$ cat src/hw/rtl/jadm_pkg.sv
// ----------------------------------------------------------------------------
// Joystick axis deadzone map - shared definitions
// Widths, register indexes, saturation bounds and the divider cell word.
// ----------------------------------------------------------------------------
package jadm_pkg;

  localparam int SAMPLE_BITS     = 10;
  localparam int CURVE_FRAC_BITS = 10;

  localparam int DZ_BITS     = SAMPLE_BITS - 1;
  localparam int OUT_W       = 16;
  localparam int CFG_W       = 16;
  localparam int CFG_IDX_W   = 3;
  localparam int RNG_W       = SAMPLE_BITS + 2;
  localparam int REM_W       = SAMPLE_BITS + 1;
  localparam int MAG_W       = 2 * SAMPLE_BITS;
  localparam int PROD_W      = 2 * SAMPLE_BITS + CURVE_FRAC_BITS;
  localparam int DIFF_W      = OUT_W + 1;
  localparam int NUM_W       = 2 * SAMPLE_BITS + 16;
  localparam int SUM_W       = NUM_W + 2;
  localparam int CURVE_CELLS = SAMPLE_BITS + CURVE_FRAC_BITS;
  localparam int MAP_CELLS   = NUM_W;

  localparam logic signed [OUT_W-1:0] OUT_HI = {1'b0, {(OUT_W-1){1'b1}}};
  localparam logic signed [OUT_W-1:0] OUT_LO = {1'b1, {(OUT_W-1){1'b0}}};
  localparam logic signed [SUM_W-1:0] SUM_HI = SUM_W'(OUT_HI);
  localparam logic signed [SUM_W-1:0] SUM_LO = SUM_W'(OUT_LO);

  typedef enum logic [CFG_IDX_W-1:0] {
    REG_IN_MIN,
    REG_IN_CENTER,
    REG_IN_MAX,
    REG_DEADZONE,
    REG_OUT_MIN,
    REG_OUT_MAX,
    REG_CURVE_EN
  } cfg_reg_t;

  typedef struct packed {
    logic [REM_W-1:0] rem;
    logic [NUM_W-1:0] dq;
    logic [REM_W-1:0] dvs;
  } div_t;

  typedef struct packed {
    logic [SAMPLE_BITS-1:0]   m;
    logic signed [RNG_W-1:0]  rng;
    logic                     fwd;
  } cv_side_t;

  typedef struct packed {
    logic neg;
    logic zero;
    logic one;
    logic fwd;
  } mp_side_t;

endpackage

$ cat src/hw/rtl/jadm_div_cell.sv
// ----------------------------------------------------------------------------
// Joystick axis deadzone map - divider cell
// One restoring division step: shift in the next dividend bit, subtract the
// divisor when it fits, shift the quotient bit in, hand on to the next cell.
// ----------------------------------------------------------------------------
module jadm_div_cell (
  input  logic           clk,
  input  logic           en,
  input  jadm_pkg::div_t cell_in,
  output jadm_pkg::div_t cell_out
);
  import jadm_pkg::*;

  logic [REM_W:0] trial;
  logic           fits;
  div_t           cell_nxt;
  div_t           cell_r;

  always_comb begin
    trial        = {cell_in.rem, cell_in.dq[NUM_W-1]};
    fits         = trial >= {1'b0, cell_in.dvs};
    cell_nxt.dvs = cell_in.dvs;
    cell_nxt.dq  = {cell_in.dq[NUM_W-2:0], fits};
    if (fits) begin
      cell_nxt.rem = REM_W'(trial - {1'b0, cell_in.dvs});
    end else begin
      cell_nxt.rem = trial[REM_W-1:0];
    end
  end

  always_ff @(posedge clk) begin
    if (en) begin
      cell_r <= cell_nxt;
    end
  end

  assign cell_out = cell_r;

endmodule

$ cat config.mk
export PLATFORM = sky130hd
export DESIGN_NAME = jadm_div_cell
export DESIGN_NICKNAME = d
export VERILOG_FILES = /design/src/hw/rtl/jadm_pkg.sv /design/src/hw/rtl/jadm_div_cell.sv
export SDC_FILE = /design/constraint.sdc
export NUM_CORES = 1
export LEC_CHECK = 0
export ABC_CLOCK_PERIOD_IN_PS = 3000
export BUFFER_PORTS_ARGS = -buffer_cell sky130_fd_sc_hd__buf_2
export CAP_MARGIN = 40
export CORE_MARGIN = 2
export CORE_UTILIZATION = 46
export DETAILED_ROUTE_END_ITERATION = 8
export PLACE_DENSITY = 0.79
export SETUP_SLACK_MARGIN = 0.5
export SLEW_MARGIN = 20
export SYNTH_ARGS = -nofsm -noshare
export SYNTH_HDL_FRONTEND = slang
export SYNTH_SLANG_ARGS = --single-unit
export TNS_END_PERCENT = 1
$ cat constraint.sdc
create_clock -name clk -period 3 [get_ports clk]
set_clock_uncertainty 0.1 [all_clocks]
set_input_delay 0.45 -clock clk [delete_from_list [all_inputs] [get_ports clk]]
set_output_delay 0.45 -clock clk [all_outputs]
set_load 0.01 [all_outputs]
==> impl_metrics.toml <==
[run_status]
status = "finished, final reports clean"

[final_layout]
largest_reg_flops = 58
fin_util = 0.662
n_antenna_cell = 0
final_area_sq_um = 3430
final_cell_mix = "buf_2, edfxtp_1, nand2_1, inv_1, ha_1"
nFillCells = 394
area_delta_synth_final_pct = 37.2
layout.nets = 369
drive_gt1_frac = 0.480
final_common_cell = "buf_2"

[routing]
ant_nets = 0
viasPerCell = 4.83
first_pass_iters = 4
route.detailed.drc = 0
avgRoutedWirePerCell_um = 15.0
routed_wl_mm = 5.58
dr.first_iter.drc_count = 114
via_count = 1795

[floorplan]
die_y_um = 77.7
die_w_um = 77.7
rows = 26
die_area_sq_um = 6030
ios = 118
coreArea_sq_um = 5170
start_util = 0.483

[global_routing]
antenna_found_initial = 0
grt_pass1_wl_mm = 8.48
grt-ovfl-total = 0
first_global_vias = 1754
track_usage = 0.187
grt_max_degree = 35

[placed_design]
dpl.hpwl_mm = 4.31
portBuffers = 117
routabilityCongestion = 0.851
place_area_sq_um = 3190

[critical_path]
critical_path_class = "input pin to register"
critPathCaptureType = "register"
crit_top_cell = "o21ai_2"
cp_slowest_cell = "fa_1"
crit_end = "cell_out[49]"
cp-startpoint = "cell_in[0]"
startpoint_type = "input pin"
crit_arrival_ns = 2.33
required_ns = 2.98
cp_slowest_stage_delay_ns = 0.41
path_cells = "buf_2 -> ha_1 -> fa_1 -> and2b_1 -> o21ai_2 -> a311oi_4 -> o2bb2ai_4 -> buf_4 -> nand2_1 -> o21ai_2"
path_max_fanout = 7

[timing]
fin_setup_tns_ns = 0
fin_hold_ws_ns = 0.199
drv_slew = 0
setup-violations-final = 0
fmax_mhz = 424
fin_crit_ns = 2.36
period_share = 0.785
rsz0062_at_grt = "false"
slew_headroom = 0.599
timing_hold_violations_final = 0
worstMarginPinSlew_ns = 0.601

[yosys]
synthAdderAreaFrac = 0.0632
synthSimpleGateAreaFrac = 0.0752
synth_xor_area_frac = 0.0211
synth_area_per_cell_sq_um = 14.9
netlist_top_cells_area = "edfxtp_1, ha_1, nand2_1"
synth_seq_area_share = 0.698
muxShareOfSynthArea = 0
syn_inst = 168
ys_warn_count = 0
synthDominantCellAreaShare = 0.698
synth.distinct_cells = 35
synth_top_area_cell = "edfxtp_1"
synth_top_family_by_area = "compound AO/OA/AOI/OAI gates"
synth_compound_gate_area_share = 0.110
synth.cell_area_sq_um = 2500
ys_ff_latch = 58
syn_nets = 240

[cts]
htreeDepth = 3
post_cts_buffers = 0
cts_buffers = 9
clk_path_buf_depth = 2
cts_resized = 0
clockRootBuffer = "clkbuf_8"
cts_tree = "done"
hold_buffers = 0
cts.sinks = 58
clk_pin_slew_ns = 0.06

[power_and_ir_drop]
powerDensity_nw_per_um2 = 617
irDropWorstVdd_mv = 0.365
p_leak_uw = 0.00153
total_power_uw = 2110

[job]
maxCapViolations = 0

[hold_path]
min_path_type = "input pin to register"
==> metrics by stage <==
stage / cells / setup slack, ns
3_5_place_dp: 356 / 0.252
4_1_cts: 372 / 0.602
3_3_place_gp: 356 / 0.333
6_report: 372 / 0.644
5_1_grt: 372 / 0.557
2_1_floorplan: 168 / 0.596
==> critical path, delay by kind of cell <==
kind | cells | cell delay (ns)
simple gates | 2 | 0.33
compound gates | 4 | 0.64
buf+inv | 2 | 0.30
fa+ha+maj | 2 | 0.63
==> layer usage <==
layer  routed length (um)  vias to the layer above  track usage  share of wire
met5                    0                        -            0              0
met4                   99                        0       0.0696          0.018
met3                  464                        9       0.0558          0.083
met2                 2900                       73        0.337           0.52
met1                 2120                      824        0.207           0.38
li1                     -                      889            -              -
==> final cells by class <==
type                    count  area (sq um)  share of cell area
clock buffers               9           124              0.0362
clock inverters             7          83.8              0.0245
inverters                  16          60.1              0.0175
multi-input cells          92           696               0.203
flip-flops and latches     58          1740               0.508
well taps                  70          87.6              0.0256
repair buffers            120           633               0.185
==> how the worst min path moves through the flow <==
stage                      from            to  slack, ns  cells after the start
floorplan            cell_in[0]   cell_out[0]       0.45                      0
global placement    cell_in[39]  cell_out[40]       0.53                      1
detailed placement  cell_in[31]  cell_out[32]       0.53                      1
CTS                 cell_in[39]  cell_out[40]       0.18                      1
global route        cell_in[30]  cell_out[31]       0.18                      1
finish              cell_in[11]  cell_out[12]       0.20                      1
==> kinds of logic after synthesis <==
family	count (synthesis)
buf+inv	18
flops	58
fa+ha+maj	12
simple gates	39
xor+xnor	6
compound gates	35
==> synthesized netlist by cell type <==
library cell  number
o31ai_1            2
nor4bb_1           1
nor4_1             1
nor3_1             1
xor2_1             4
a31oi_1            1
ha_1              11
o41ai_1            1
nand2b_1           3
a311oi_2           1
inv_1             16
fa_1               1
or2_1              1
a21o_1             2
o221ai_2           1
nand4_1            3
o21a_1             1
o21ai_2            8
nand2_1           19
edfxtp_1          58
xnor2_1            2
and2b_1            1
nor2_1             5
o211a_1            1
a21oi_2            1
a21oi_1            6
nor2b_1            2
o31a_1             1
o2bb2ai_2          1
o211ai_1           2
o21ai_0            3
o21ai_1            2
o2111ai_1          1
buf_6              2
and3_1             2
==> power breakdown <==
part           leakage (uW)  internal [uW]  switching, uW
clock              0.000102            457            292
combinational      0.000861            159            203
sequential         0.000567            984           18.6
No activity file was read; power rests on OpenSTA's default activity.
